===== src/hw/rtl/slst_pkg.sv =====
`default_nettype none

package slst_pkg;

    localparam int CAPACITY = 16;
    localparam int IDX_W    = $clog2(CAPACITY);
    localparam int CNT_W    = $clog2(CAPACITY + 1);
    localparam int DATA_W   = 32;
    localparam int OP_W     = 2;
    localparam int STAT_W   = 3;

    localparam logic [OP_W-1:0] OP_INSERT = 2'd0;
    localparam logic [OP_W-1:0] OP_DELETE = 2'd1;
    localparam logic [OP_W-1:0] OP_LIST   = 2'd2;

    localparam logic [STAT_W-1:0] ST_DONE      = 3'd0;
    localparam logic [STAT_W-1:0] ST_EMPTY     = 3'd1;
    localparam logic [STAT_W-1:0] ST_NOT_FOUND = 3'd2;
    localparam logic [STAT_W-1:0] ST_FULL      = 3'd3;
    localparam logic [STAT_W-1:0] ST_LISTED    = 3'd4;

    typedef enum logic [9:0] {
        S_IDLE    = 10'b0000000001,
        S_INS_CHK = 10'b0000000010,
        S_INS_CMP = 10'b0000000100,
        S_DEL_RD  = 10'b0000001000,
        S_DEL_CMP = 10'b0000010000,
        S_SHF_CHK = 10'b0000100000,
        S_SHF_WR  = 10'b0001000000,
        S_LST_RD  = 10'b0010000000,
        S_LST_OUT = 10'b0100000000,
        S_RESP    = 10'b1000000000
    } state_t;

endpackage

`default_nettype wire


===== src/hw/rtl/sorted_list_engine_top.sv =====
`default_nettype none

// channel | beat fields                                  | direction
// s_      | s_tuser: operation, s_tdata: value           | in
// m_      | m_tuser: status, m_tdata: element, m_tlast   | out
//
// one item at a time; s_tready is high only while the sequencer is idle
// insert: larger entries move up one slot from the top down; delete: a scan
// from the bottom, then later entries move down one slot; list: each element
// in turn; all paced by the single registered read port of the entry store
// and the one shared compare unit; reset clears only the count and control
// a stalled m_ side holds the sequencer until the result register frees up

module sorted_list_engine_top (
    input  wire                              aclk,
    input  wire                              aresetn,
    input  wire                              s_tvalid,
    output logic                             s_tready,
    input  wire  [slst_pkg::DATA_W-1:0]      s_tdata,   // [31:0] value
    input  wire  [slst_pkg::OP_W-1:0]        s_tuser,   // [1:0] operation
    output logic                             m_tvalid,
    input  wire                              m_tready,
    output logic [slst_pkg::DATA_W-1:0]      m_tdata,   // [31:0] element
    output logic [slst_pkg::STAT_W-1:0]      m_tuser,   // [2:0] status
    output logic                             m_tlast
);

    localparam logic [slst_pkg::CNT_W-1:0] CAP_CNT = slst_pkg::CNT_W'(slst_pkg::CAPACITY);
    localparam logic [slst_pkg::CNT_W-1:0] ONE_CNT = slst_pkg::CNT_W'(1);
    localparam logic [slst_pkg::IDX_W-1:0] ONE_IDX = slst_pkg::IDX_W'(1);

    slst_pkg::state_t                  state_reg, state_next;
    logic [slst_pkg::CNT_W-1:0]        count_reg, count_next;
    logic [slst_pkg::IDX_W-1:0]        idx_reg, idx_next;
    logic [slst_pkg::DATA_W-1:0]       value_reg, value_next;
    logic [slst_pkg::STAT_W-1:0]       status_reg, status_next;

    logic                              m_tvalid_reg, m_tvalid_next;
    logic [slst_pkg::DATA_W-1:0]       m_tdata_reg, m_tdata_next;
    logic [slst_pkg::STAT_W-1:0]       m_tuser_reg, m_tuser_next;
    logic                              m_tlast_reg, m_tlast_next;

    // entry store: one write port, one registered read port
    logic [slst_pkg::DATA_W-1:0]       mem [slst_pkg::CAPACITY];
    logic [slst_pkg::DATA_W-1:0]       rdata_reg;
    logic                              rd_en;
    logic [slst_pkg::IDX_W-1:0]        rd_addr;
    logic                              mem_we;
    logic [slst_pkg::IDX_W-1:0]        mem_waddr;
    logic [slst_pkg::DATA_W-1:0]       mem_wdata;

    logic                              out_free;
    logic [slst_pkg::CNT_W-1:0]        idx_ext;
    logic [slst_pkg::CNT_W-1:0]        idx_inc;
    logic                              rd_less;
    logic                              rd_equal;

    assign out_free = !m_tvalid_reg || m_tready;
    assign idx_ext  = {{(slst_pkg::CNT_W - slst_pkg::IDX_W){1'b0}}, idx_reg};
    assign idx_inc  = idx_ext + ONE_CNT;
    // shared compare unit
    assign rd_less  = $signed(rdata_reg) < $signed(value_reg);
    assign rd_equal = rdata_reg == value_reg;

    assign s_tready = state_reg == slst_pkg::S_IDLE;
    assign m_tvalid = m_tvalid_reg;
    assign m_tdata  = m_tdata_reg;
    assign m_tuser  = m_tuser_reg;
    assign m_tlast  = m_tlast_reg;

    always_ff @(posedge aclk) begin
        if (mem_we) begin
            mem[mem_waddr] <= mem_wdata;
        end
        if (rd_en) begin
            rdata_reg <= mem[rd_addr];
        end
    end

    always_comb begin
        state_next    = state_reg;
        count_next    = count_reg;
        idx_next      = idx_reg;
        value_next    = value_reg;
        status_next   = status_reg;
        m_tvalid_next = m_tvalid_reg && !m_tready;
        m_tdata_next  = m_tdata_reg;
        m_tuser_next  = m_tuser_reg;
        m_tlast_next  = m_tlast_reg;
        rd_en         = 1'b0;
        rd_addr       = idx_reg;
        mem_we        = 1'b0;
        mem_waddr     = idx_reg;
        mem_wdata     = value_reg;

        unique case (state_reg)
            slst_pkg::S_IDLE: begin
                if (s_tvalid) begin
                    value_next = s_tdata;
                    case (s_tuser)
                        slst_pkg::OP_INSERT: begin
                            if (count_reg == CAP_CNT) begin
                                status_next = slst_pkg::ST_FULL;
                                state_next  = slst_pkg::S_RESP;
                            end else begin
                                idx_next   = count_reg[slst_pkg::IDX_W-1:0];
                                state_next = slst_pkg::S_INS_CHK;
                            end
                        end
                        slst_pkg::OP_DELETE: begin
                            idx_next = '0;
                            if (count_reg == '0) begin
                                status_next = slst_pkg::ST_EMPTY;
                                state_next  = slst_pkg::S_RESP;
                            end else begin
                                state_next = slst_pkg::S_DEL_RD;
                            end
                        end
                        slst_pkg::OP_LIST: begin
                            idx_next = '0;
                            if (count_reg == '0) begin
                                status_next = slst_pkg::ST_EMPTY;
                                state_next  = slst_pkg::S_RESP;
                            end else begin
                                state_next = slst_pkg::S_LST_RD;
                            end
                        end
                        default: state_next = slst_pkg::S_IDLE;
                    endcase
                end
            end
            // walk down from the top, moving larger entries up one slot
            slst_pkg::S_INS_CHK: begin
                if (idx_reg == '0) begin
                    mem_we      = 1'b1;
                    count_next  = count_reg + ONE_CNT;
                    status_next = slst_pkg::ST_DONE;
                    state_next  = slst_pkg::S_RESP;
                end else begin
                    rd_en      = 1'b1;
                    rd_addr    = idx_reg - ONE_IDX;
                    state_next = slst_pkg::S_INS_CMP;
                end
            end
            slst_pkg::S_INS_CMP: begin
                mem_we = 1'b1;
                if (rd_less) begin
                    count_next  = count_reg + ONE_CNT;
                    status_next = slst_pkg::ST_DONE;
                    state_next  = slst_pkg::S_RESP;
                end else begin
                    mem_wdata  = rdata_reg;
                    idx_next   = idx_reg - ONE_IDX;
                    state_next = slst_pkg::S_INS_CHK;
                end
            end
            slst_pkg::S_DEL_RD: begin
                rd_en      = 1'b1;
                state_next = slst_pkg::S_DEL_CMP;
            end
            slst_pkg::S_DEL_CMP: begin
                if (rd_equal) begin
                    state_next = slst_pkg::S_SHF_CHK;
                end else if (idx_inc == count_reg) begin
                    status_next = slst_pkg::ST_NOT_FOUND;
                    state_next  = slst_pkg::S_RESP;
                end else begin
                    idx_next   = idx_reg + ONE_IDX;
                    state_next = slst_pkg::S_DEL_RD;
                end
            end
            // close the gap by moving later entries down one slot
            slst_pkg::S_SHF_CHK: begin
                if (idx_inc == count_reg) begin
                    count_next  = count_reg - ONE_CNT;
                    status_next = slst_pkg::ST_DONE;
                    state_next  = slst_pkg::S_RESP;
                end else begin
                    rd_en      = 1'b1;
                    rd_addr    = idx_reg + ONE_IDX;
                    state_next = slst_pkg::S_SHF_WR;
                end
            end
            slst_pkg::S_SHF_WR: begin
                mem_we     = 1'b1;
                mem_wdata  = rdata_reg;
                idx_next   = idx_reg + ONE_IDX;
                state_next = slst_pkg::S_SHF_CHK;
            end
            slst_pkg::S_LST_RD: begin
                rd_en      = 1'b1;
                state_next = slst_pkg::S_LST_OUT;
            end
            slst_pkg::S_LST_OUT: begin
                if (out_free) begin
                    m_tvalid_next = 1'b1;
                    m_tdata_next  = rdata_reg;
                    m_tuser_next  = slst_pkg::ST_LISTED;
                    m_tlast_next  = idx_inc == count_reg;
                    if (idx_inc == count_reg) begin
                        state_next = slst_pkg::S_IDLE;
                    end else begin
                        idx_next   = idx_reg + ONE_IDX;
                        state_next = slst_pkg::S_LST_RD;
                    end
                end
            end
            slst_pkg::S_RESP: begin
                if (out_free) begin
                    m_tvalid_next = 1'b1;
                    m_tdata_next  = '0;
                    m_tuser_next  = status_reg;
                    m_tlast_next  = 1'b1;
                    state_next    = slst_pkg::S_IDLE;
                end
            end
            default: state_next = slst_pkg::S_IDLE;
        endcase
    end

    always_ff @(posedge aclk) begin
        if (!aresetn) begin
            state_reg    <= slst_pkg::S_IDLE;
            count_reg    <= '0;
            m_tvalid_reg <= 1'b0;
        end else begin
            state_reg    <= state_next;
            count_reg    <= count_next;
            m_tvalid_reg <= m_tvalid_next;
        end
    end

    always_ff @(posedge aclk) begin
        idx_reg     <= idx_next;
        value_reg   <= value_next;
        status_reg  <= status_next;
        m_tdata_reg <= m_tdata_next;
        m_tuser_reg <= m_tuser_next;
        m_tlast_reg <= m_tlast_next;
    end

endmodule

`default_nettype wire

===== config.mk =====
export PLATFORM = sky130hd
export DESIGN_NAME = sorted_list_engine_top
export DESIGN_NICKNAME = d
export VERILOG_FILES = /design/src/hw/rtl/slst_pkg.sv /design/src/hw/rtl/sorted_list_engine_top.sv
export SDC_FILE = /design/constraint.sdc
export NUM_CORES = 1
export LEC_CHECK = 0
export BUFFER_PORTS_ARGS = -buffer_cell sky130_fd_sc_hd__buf_2
export CORE_UTILIZATION = 39
export CTS_CLUSTER_DIAMETER = 50
export DETAILED_ROUTE_END_ITERATION = 16
export GPL_ROUTABILITY_DRIVEN = 0
export PLACE_DENSITY = 0.62
export SLEW_MARGIN = 40
export SYNTH_ARGS = -nofsm -noshare
export SYNTH_HDL_FRONTEND = slang
export SYNTH_SLANG_ARGS = --single-unit

===== constraint.sdc =====
create_clock -name aclk -period 7.5 [get_ports aclk]
set_clock_uncertainty 0.05 [all_clocks]
set_input_delay 0 -clock aclk [delete_from_list [all_inputs] [get_ports aclk]]
set_output_delay 0 -clock aclk [all_outputs]
set_load 0.02 [all_outputs]

# After elaboration in Yosys (flattened, before gate mapping)

Memory sizes are Yosys's and may differ from the RTL's. A register that Yosys moved wholly into a read port is not among the register bits.
Index checks and enable logic that the tools add are counted.

$lt $le $gt $ge: 1
Multiplexer cells: 58
Equal/unequal tests: 28
Reduce and logical (&&, ||, !) cells: 21
$add $sub $neg: 5

Operators by type and width:

| cell                   | count |
|---|---|
| $pmux W32 S2           | 2 |
| $mux W10               | 11 |
| $pmux W10 S10          | 1 |
| $mux W32               | 3 |
| $eq A32 B32 Y1         | 1 |
| $lt A32 B32 Y1         | 1 |
| $mux W3                | 10 |
| $pmux W10 S3           | 1 |
| $mux W4                | 7 |
| $pmux W4 S5            | 1 |
| $ne A2 B2 Y1 const B   | 9 |
| $pmux W4 S2            | 2 |
| $mux W5                | 3 |
| $pmux W3 S5            | 1 |
| $pmux W5 S3            | 1 |
| $pmux W3 S2            | 2 |
| $eq A10 B1 Y1 const B  | 1 |
| $eq A10 B10 Y1 const B | 1 |
| $eq A10 B2 Y1 const B  | 1 |
| $eq A10 B3 Y1 const B  | 1 |
| $eq A10 B4 Y1 const B  | 1 |
| $eq A10 B5 Y1 const B  | 1 |
| $eq A10 B6 Y1 const B  | 1 |
| $eq A10 B7 Y1 const B  | 1 |
| 32 further kinds       | 49 |

Logic and storage cells: 123
Register bits: 91
Bits in writable memories: 512
Memories kept: 1

Memory list:

| memory | words | width | rd ports | clocked after memory_dff | write ports | RTL line                     | source |
|---|---|---|---|---|---|---|---|
| mem    | 16    | 32    | 1        | 1                        | 1           | sorted_list_engine_top.sv:44 | `logic [slst_pkg::DATA_W-1:0] mem [slst_pkg::CAPACITY];` |

# Depth between registers and ports, before layout

Gate-level depths: netlist (run 1).

Word-level depth: 5
Mapped depth: 16

# Worst setup path before layout (run 1)

OpenSTA, ideal clock, no wires.

Path type: register to register
From: reg idx_reg[0] in the netlist's numbering
To: reg rdata_reg[10] in the netlist's numbering (read register of mem) (data pin)
Data required time: 7.178 ns
Arrival time: 2.947 ns
Cell stages (with the launch flop): 17
Path buffers: 5
Slack: 4.232 ns
Path through: edfxtp_1 > buf_2 > inv_1 > ha_1 > clkbuf_1 > xor2_1 > nor2_1 > o211ai_2 > a311o_1 > and2_1 > buf_6 > buf_6 > buf_6 > a21oi_2 > a32oi_1 > a22oi_1 > o211ai_1

Cells in the longest elaborated chain, start to end: 4

RTL lines:

| what                                       | RTL line                      | source |
|---|---|---|
| start, declared                            | sorted_list_engine_top.sv:34  | `logic [slst_pkg::IDX_W-1:0] idx_reg, idx_next;` |
| start signal, assigned                     | sorted_list_engine_top.sv:234 | `idx_reg <= idx_next;` |
| $add A4 B1 Y5                              | sorted_list_engine_top.sv:60  | `assign idx_inc = idx_ext + ONE_CNT;` |
| $eq A5 B5 Y1                               | sorted_list_engine_top.sv:174 | `if (idx_inc == count_reg) begin` |
| $mux W1 or $mux W4 (tied branches)         | --                            |  |
| $pmux W1 S3 or $pmux W4 S2 (tied branches) | sorted_list_engine_top.sv:96  | `unique case (state_reg)` |
| end, declared                              | sorted_list_engine_top.sv:45  | `logic [slst_pkg::DATA_W-1:0] rdata_reg;` |

Several ways; a longest one is shown, not always the timed one.
A chain may end at the register's enable or synchronous reset.

# Worst setup path after layout (run 1)

From: reg rdata_reg[31] in the netlist's numbering (read register of mem)
To: mem mem[5][7] in the netlist's numbering (data pin)

Cells in the longest elaborated chain, start to end: 3

RTL lines:

| what                    | RTL line                      | source |
|---|---|---|
| $lt A32 B32 Y1          | sorted_list_engine_top.sv:62  | `assign rd_less = $signed(rdata_reg) < $signed(value_reg);` |
| $mux W32                | sorted_list_engine_top.sv:147 | `if (rd_less) begin` |
| $pmux W32 S2            | sorted_list_engine_top.sv:96  |  |
| via mem_wdata (one bit) | sorted_list_engine_top.sv:50  | `logic [slst_pkg::DATA_W-1:0] mem_wdata;` |
| end, declared           | sorted_list_engine_top.sv:44  |  |

The timed path passes the listed nets, and every way through them passes these cells.

==> results.sh, run 1 <==
export IMPL_layout_drive_gt1_share_pct=14.43
export IMPL_p_clk_share_pct=36.7
export IMPL_report_final_setup_viol=0
export IMPL_synth_top_cells_by_area="edfxtp_1, nand2_1, a32oi_1"
export IMPL_max_slew_worst_pin_slew_ns=0.8366
export IMPL_cts_tree="yes"
export IMPL_fp_dieW_um=261.8
export IMPL_cts_post_setup_buffers_inserted=0
export IMPL_synth_flop_cell="edfxtp_1"
export IMPL_max_cap_viol_count=0
export IMPL_synth_edf_count=618
export IMPL_cts_clk_slew_worst_paths_ns=0.06
export IMPL_leakagePower_uw=0.01028
export IMPL_crit_type="reg -> reg"
export IMPL_floorplan_initialDensity_pct=39.75
export IMPL_hpwl_um=35310
export IMPL_syn_cell_area_sq_um=26320
export IMPL_synth_largest_area_cell="edfxtp_1"
export IMPL_globalRoute_totalOverflow=0
export IMPL_synth_area_per_cell_sq_um=13.80
export IMPL_worst_path_largest_cell_delay_ns=0.78
export IMPL_avgRoutedWirePerCell_um=23.05
export IMPL_total_switching_power_uw=2513
export IMPL_timing_setup_tns_ns=0
export IMPL_clk_insertion_delay_late_ns=0.62
export IMPL_clockRootBuffer="clkbuf_16"
export IMPL_critPathSlowestCell="nor4_2"
export IMPL_yosys_warnings=0
export IMPL_first_global_vias=16140
export IMPL_crit_path_start_kind="flip-flop"
export IMPL_synth_top_area_share_pct=70.50
export IMPL_synth_yosys_seq_area_share_pct=71.72
export IMPL_cts_htree_levels=3
export IMPL_reg2reg_capture_point="mem[5][7]$_DFFE_PP_"
export IMPL_worstHoldPathType="in -> reg"
export IMPL_place_area_sq_um=27580
export IMPL_most_prevalent_standard_cell_on_the_critical_path="o211ai_1"
export IMPL_die_height_um=261.8
export IMPL_pin_count=76
export IMPL_final_nets=2094
export IMPL_synth_net_count=1990
export IMPL_crit_family="simple AND/OR/NAND/NOR gates"
export IMPL_postRouteAntennaNets=0
export IMPL_ys_ff_latch=634
export IMPL_timing_final_crit_period_ns=4.826
export IMPL_pwr_share_comb_pct=17.9
export IMPL_critical_path_startpoint="rdata_reg[31]$_DFFE_PP_"
export IMPL_numPortBuffers=75
export IMPL_switching_share_pct=28.20
export IMPL_crit_reg2reg_launch="rdata_reg[31]$_DFFE_PP_"
export IMPL_syn_to_final_growth_pct=14.62
export IMPL_postLayoutCellArea_sq_um=30170
export IMPL_grt_antenna_before_repair=1
export IMPL_critPathArrivalTime_ns=5.08
export IMPL_coreArea_sq_um=66220
export IMPL_cts_resized=0
export IMPL_crit_end="mem[5][7]$_DFFE_PP_"
export IMPL_rr_worst_depth=10
export IMPL_cts_inserted_buffers=71
export IMPL_first_pass_iters=5
export IMPL_clock_fmax_mhz=207.2
export IMPL_timing_reg2reg_setup_slack_ns=2.67
export IMPL_first_iter_violations=1558
export IMPL_timing_max_transition_violations_final=0
export IMPL_overall_track_demand_over_capacity_in_global_routing_pct=19.91
export IMPL_run_status="finished, final reports clean"
export IMPL_critical_path_max_fanout=16
export IMPL_seqPwrFrac_pct=45.4
export IMPL_p_per_area_nw_per_um2=295.4
export IMPL_critical_path_cell_chain="ha_1, nand3_1, nor4_2, o211ai_1, o211ai_1, xor2_1, and2_1, nor2_4, buf_4, mux2_2"
export IMPL_num_vias=16540
export IMPL_clock_sinks=634
export IMPL_setup_worst_path_end_class="flip-flop"
export IMPL_worst_case_headroom_to_the_max_slew_limit_pct=43.76
export IMPL_cts_buffer_depth=3
export IMPL_rsz0062_at_grt="no"
export IMPL_design_die_area_sq_um=68530
export IMPL_grt_pass1_wl_um=100900
export IMPL_cp_num_cells=10
export IMPL_fillCellCount=5786
export IMPL_cp_data_required_time_ns=7.75
export IMPL_registers_top_by_ff_count="mem"
export IMPL_route_detailed_vias_per_inst=5.644
export IMPL_async_flop_share_pct=0
export IMPL_largest_register_ffs=512
export IMPL_cellInternalPower_uw=6398
export IMPL_synthCells=1907
export IMPL_cts_hold_buffers_added=39
export IMPL_placement_rows=94
export IMPL_critical_path_buf_inv_count=1
export IMPL_grt_start_max_net_pins=155
export IMPL_finalWirelength_um=67550
export IMPL_fin_crit_sh_pct=64.35
export IMPL_count_of_final_hold_check_violations=0
export IMPL_synth_lib_cells_used_distinct=64
export IMPL_peakVddDrop_v=0.0001839
export IMPL_drt_drc_violations_left=0
[how the worst min path moves through the flow]
stage / start / to / slack, ns / cells after the start
6_report: s_tdata[25] / value_reg[25]$_DFFE_PP_ / 0.04 / 2
3_5_place_dp: s_tdata[26] / value_reg[26]$_DFFE_PP_ / 0.13 / 1
3_3_place_gp: s_tdata[24] / value_reg[24]$_DFFE_PP_ / 0.13 / 1
2_1_floorplan: s_tdata[0] / value_reg[0]$_DFFE_PP_ / 0.05 / 0
5_1_grt: s_tdata[25] / value_reg[25]$_DFFE_PP_ / 0.03 / 2
4_1_cts: s_tdata[26] / value_reg[26]$_DFFE_PP_ / 0.005 / 2
[cell families after synthesis]
logic type / count (synthesis) / synth area share, %
adder cells (fa/ha/maj): 45 / 2.168
buffers and inverters: 165 / 2.957
multiplexers: 34 / 1.440
AND/OR/NAND/NOR: 601 / 9.807
AO/OA/AOI/OAI: 414 / 11.44
flip-flops: 634 / 71.72
XOR/XNOR: 14 / 0.4659
[layout by cell type, fill, tap and decap left out, types with 6 or more instances in the layout]
cell type        n
edfxtp_1       618
nand2_1        450
a21oi_1        127
a32oi_1        100
buf_2           75
clkbuf_16       71
inv_1           47
ha_1            44
dlygate4sd3_1   39
o211ai_1        38
and2_1          37
a22oi_1         36
a32o_1          32
mux2_2          31
nor2_1          30
buf_4           28
a21oi_2         21
o21ai_0         18
and2_2          16
clkbuf_1        16
dfxtp_1         16
nor3_1          15
clkinv_2        11
xnor2_1         10
clkinv_1        10
inv_6            7
nand3_1          6
nand4_1          6
nor2b_1          6
a21o_1           6
[power by group through the flow]
| stage | logic [uW] | registers, uW | clock network, uW |
|---|---|---|---|
| final | 1600 | 4050 | 3270 |
| after global routing | 1770 | 4050 | 3470 |
| after CTS | 1600 | 4050 | 3330 |
| after detailed placement | 1570 | 4120 | 0 |
| after global placement | 1500 | 4120 | 0 |
| after floorplan | 1210 | 4100 | 0 |
[cell type report]
cell class	count	area [sq um]	share of cell area [%]
well taps	864	1081	3.583
diodes	1	2.502	0.008295
multi-input cells	1108	6743	22.35
flip-flops and latches	634	18880	62.57
clock buffers	87	1837	6.088
clock inverters	40	352.8	1.170
inverters	49	183.9	0.6097
repair buffers	147	1091	3.616
[synthesized netlist by cell type, drive strengths merged (7+ instances only)]
| library cell | number |
|---|---|
| edfxtp | 618 |
| nand2 | 452 |
| a21oi | 148 |
| a32oi | 100 |
| buf | 77 |
| and2 | 54 |
| inv | 49 |
| ha | 44 |
| clkbuf | 39 |
| o211ai | 39 |
| a22oi | 36 |
| a32o | 32 |
| nor2 | 32 |
| mux2 | 31 |
| o21ai | 18 |
| dfxtp | 16 |
| nor3 | 15 |
| xnor2 | 11 |
| nor2b | 7 |
[per-layer routing]
layer | vias to the layer above | GRT usage (%) | wire length [um]
met5 | - | 0 | 0
met4 | 0 | 5.749 | 1548
met3 | 125 | 4.051 | 5305
met2 | 682 | 31.49 | 31340
met1 | 8304 | 27.76 | 29360
li1 | 7425 | - | -
[per-stage QoR]
step / setup slack (ns) / util, % / hold WS [ns] / total power [uW] / std cells
final: 2.674 / 45.56 / 0.03630 / 8912 / 2930
after global routing: 2.318 / 45.56 / 0.03243 / 9286 / 2929
after CTS: 2.698 / 45.55 / 0.004888 / 8975 / 2929
after detailed placement: 2.722 / 41.65 / 0.1281 / 5693 / 2763
after global placement: 2.337 / 41.56 / 0.1286 / 5624 / 2761
after floorplan: 4.232 / - / 0.04887 / 5308 / 1907
(Power assumes the default switching activity.)
==> inputs of run 2 (changes only) <==
--- a/config.mk
+++ b/config.mk
@@ -5,6 +5,7 @@
 export SDC_FILE = /design/constraint.sdc
 export NUM_CORES = 1
 export LEC_CHECK = 0
+export ABC_AREA = 1
 export BUFFER_PORTS_ARGS = -buffer_cell sky130_fd_sc_hd__buf_2
 export CORE_UTILIZATION = 39
 export CTS_CLUSTER_DIAMETER = 50
==> constraint.sdc (replaced) <==
create_clock -name aclk -period 4.45 [get_ports aclk]
set_clock_uncertainty 0.05 [all_clocks]
set_input_delay 0 -clock aclk [delete_from_list [all_inputs] [get_ports aclk]]
set_output_delay 0 -clock aclk [all_outputs]
set_load 0.02 [all_outputs]
==> run 2 against run 1 <==
Effect of this change: fmax rose by 26%; final area rose by 12%; first-iteration DRC count rose by 55%; power rose by 68%; largest power group unchanged; core utilization fell by 0.34 points; area after synthesis rose by 12%.
==> results.sh, run 2 <==
export IMPL_run_status="finished, final reports clean"
export IMPL_first_iter_violations=2415
export IMPL_crit_type="reg -> reg"
export IMPL_final_common_cell="inv_1"
export IMPL_critical_path_cell_chain="inv_2, ha_1, inv_1, nand2_1, nand2_1, nand3_1, nor2_2, nand2_1, o21ai_0, o21ai_4, inv_2, buf_12, nand3_1, nand3_1, nand2_1"
export IMPL_count_of_final_hold_check_violations=0
export IMPL_coreArea_sq_um=74700
export IMPL_floorplan_initialDensity_pct=39.52
export IMPL_synth_yosys_seq_area_share_pct=63.94
export IMPL_die_height_um=277.1
export IMPL_report_final_setup_viol=0
export IMPL_most_prevalent_standard_cell_on_the_critical_path="nand2_1"
export IMPL_grt_pass1_wl_um=125000
export IMPL_yosys_warnings=0
export IMPL_rsz0062_at_grt="no"
export IMPL_num_vias=21270
export IMPL_syn_to_final_growth_pct=14.41
export IMPL_numPortBuffers=75
export IMPL_finalWirelength_um=82050
export IMPL_timing_max_transition_violations_final=0
export IMPL_critPathArrivalTime_ns=4.11
export IMPL_leakagePower_uw=0.01424
export IMPL_grt_antenna_before_repair=4
export IMPL_pwr_share_comb_pct=18.2
export IMPL_timing_setup_tns_ns=0
export IMPL_cp_data_required_time_ns=4.71
export IMPL_crit_path_start_kind="flip-flop"
export IMPL_placement_rows=100
export IMPL_cts_tree="yes"
export IMPL_worst_path_largest_cell_delay_ns=0.61
export IMPL_insertedDiodeCount=0
export IMPL_synth_edf_count=618
export IMPL_switching_share_pct=28.08
export IMPL_final_hold_worst_slack_ns=0.06012
export IMPL_critPathSlowestCell="edfxtp_1"
export IMPL_final_setup_worst_slack_ns=0.6063
export IMPL_critical_path_buf_inv_count=4
export IMPL_p_clk_share_pct=36.4
export IMPL_crit_family="buffers and inverters"
export IMPL_first_pass_iters=6
export IMPL_max_cap_viol_count=0
export IMPL_async_flop_share_pct=0
export IMPL_seqPwrFrac_pct=45.4
export IMPL_worst_case_headroom_to_the_max_slew_limit_pct=43.41
export IMPL_setup_worst_path_end_class="flip-flop"
export IMPL_clk_insertion_delay_late_ns=0.60
export IMPL_pin_count=76
export IMPL_layout_drive_gt1_share_pct=9.620
export IMPL_cts_htree_levels=3
export IMPL_critical_path_max_fanout=22
export IMPL_max_slew_worst_pin_slew_ns=0.8489
export IMPL_cts_resized=0
export IMPL_design_die_area_sq_um=76800
export IMPL_hpwl_um=43750
export IMPL_dp_slack_ns=0.6020
export IMPL_clock_sinks=634
export IMPL_clock_fmax_mhz=260.2
export IMPL_postRouteAntennaNets=0
export IMPL_synth_largest_area_cell="edfxtp_1"
export IMPL_grt_start_max_net_pins=132
export IMPL_synth_top_cells_by_area="edfxtp_1, inv_1, nand3_1"
export IMPL_total_switching_power_uw=4204
export IMPL_drt_drc_violations_left=0
export IMPL_overall_track_demand_over_capacity_in_global_routing_pct=21.39
export IMPL_synth_top_cells_by_count="inv_1, edfxtp_1, nand3_1"
export IMPL_largest_register_ffs=512
export IMPL_layout_cells_most_common_list="inv_1, edfxtp_1, nand3_1"
export IMPL_p_per_area_nw_per_um2=443.2
export IMPL_synth_top_area_share_pct=62.86
export IMPL_synth_area_per_cell_sq_um=10.24
export IMPL_fin_crit_sh_pct=86.37
export IMPL_registers_top_by_ff_count="mem"
export IMPL_final_nets=3061
export IMPL_avgRoutedWirePerCell_um=20.54
export IMPL_yosys_cell_count_top_type="inv_1"
export IMPL_cts_buffer_depth=3
export IMPL_synth_net_count=2967
export IMPL_ys_ff_latch=634
export IMPL_syn_cell_area_sq_um=29520
export IMPL_fp_dieW_um=277.1
export IMPL_synth_lib_cells_used_distinct=41
export IMPL_synthCells=2884
export IMPL_first_global_vias=20160
export IMPL_peakVddDrop_v=0.0004477
export IMPL_globalRoute_totalOverflow=0
export IMPL_cellInternalPower_uw=10770
export IMPL_synth_flop_cell="edfxtp_1"
export IMPL_cts_inserted_buffers=66
export IMPL_timing_final_crit_period_ns=3.844
export IMPL_worstHoldPathType="in -> reg"
export IMPL_cts_clk_slew_worst_paths_ns=0.05
export IMPL_route_detailed_vias_per_inst=5.325
export IMPL_clockRootBuffer="clkbuf_16"
run 2: worst register-to-register path: cells and delay by family, from the launching register on:
family | cells | cell delay, ns
compound gates | 2 | 0.54
fa+ha+maj | 1 | 0.38
buf+inv | 4 | 1.08
flops | 1 | 0.61
simple gates | 8 | 0.92
run 2: cell type report:
class	instances	area [sq um]
Timing Repair Buffer	197	1618
Inverter	652	2450
Multi-Input combinational cell	1427	7511
Sequential cell	634	18880
Clock inverter	33	301.5
Clock buffer	82	1807
Fill cell	6855	40920
Tap cell	969	1212
run 2: timing repair:
| item | CTS | global route |
|---|---|---|
| buffers inserted | 0 | 0 |
| hold buffers | 38 | 0 |
| setup endpoints to repair | 0 | 0 |
| hold endpoints to repair | 63 | 0 |
run 2: layer usage:
metal | wire (um) | share of wire [%] | track usage, % | vias up
met1 | 33910 | 41 | 29.20 | 10180
met4 | 2007 | 2.4 | 6.809 | 2
met5 | 8 | 0.0098 | 0 | -
met3 | 7060 | 8.6 | 3.020 | 154
li1 | - | - | - | 9949
met2 | 39060 | 48 | 35.14 | 987
run 2: path summary, 6_finish.rpt:
path	start	endpoint	slack, ns	depth (start not counted)
setup reg to reg	idx_reg[0]$_DFFE_PP_	rdata_reg[31]$_DFFE_PP_	0.61	15
hold reg to reg	state_reg[9]$_SDFFE_PN0P_	state_reg[9]$_SDFFE_PN0P_	0.49	2
setup / recovery	idx_reg[0]$_DFFE_PP_	rdata_reg[31]$_DFFE_PP_	0.61	15
hold / removal	s_tdata[0]	value_reg[0]$_DFFE_PP_	0.06	2
run 2: cells by family (layout without fill, tap and decap cells):
kind of cell,after synthesis,after routing,synth area share (%)
xor gates and xnor gates,5,5,0.1484
buffers and inverters,823,964,11.19
adders and majority gates,45,45,1.933
AOI/OAI and AO/OA,94,94,1.738
and+or+nand+nor,1283,1283,21.05
DFF,634,634,63.94
run 2: metrics by stage:
stage / utilization (%) / instance area (sq um) / power, uW / std cells
6_report: 45.22 / 33780 / 14970 / 3994
5_1_grt: 45.22 / 33780 / 15530 / 3994
4_1_cts: 45.21 / 33770 / 15030 / 3994
3_5_place_dp: 41.88 / 31280 / 9586 / 3841
3_3_place_gp: 41.84 / 31250 / 9579 / 3839
2_1_floorplan: - / 29520 / 8788 / 2884
run 2: power by group through the flow:
| stage | Sequential, uW | Combinational, uW | Clock [uW] |
|---|---|---|---|
| floorplan | 6900 | 1880 | 0 |
| global placement | 6910 | 2660 | 0 |
| finish | 6790 | 2730 | 5450 |
| CTS | 6790 | 2710 | 5530 |
| global route | 6790 | 3000 | 5740 |
| detailed placement | 6910 | 2670 | 0 |
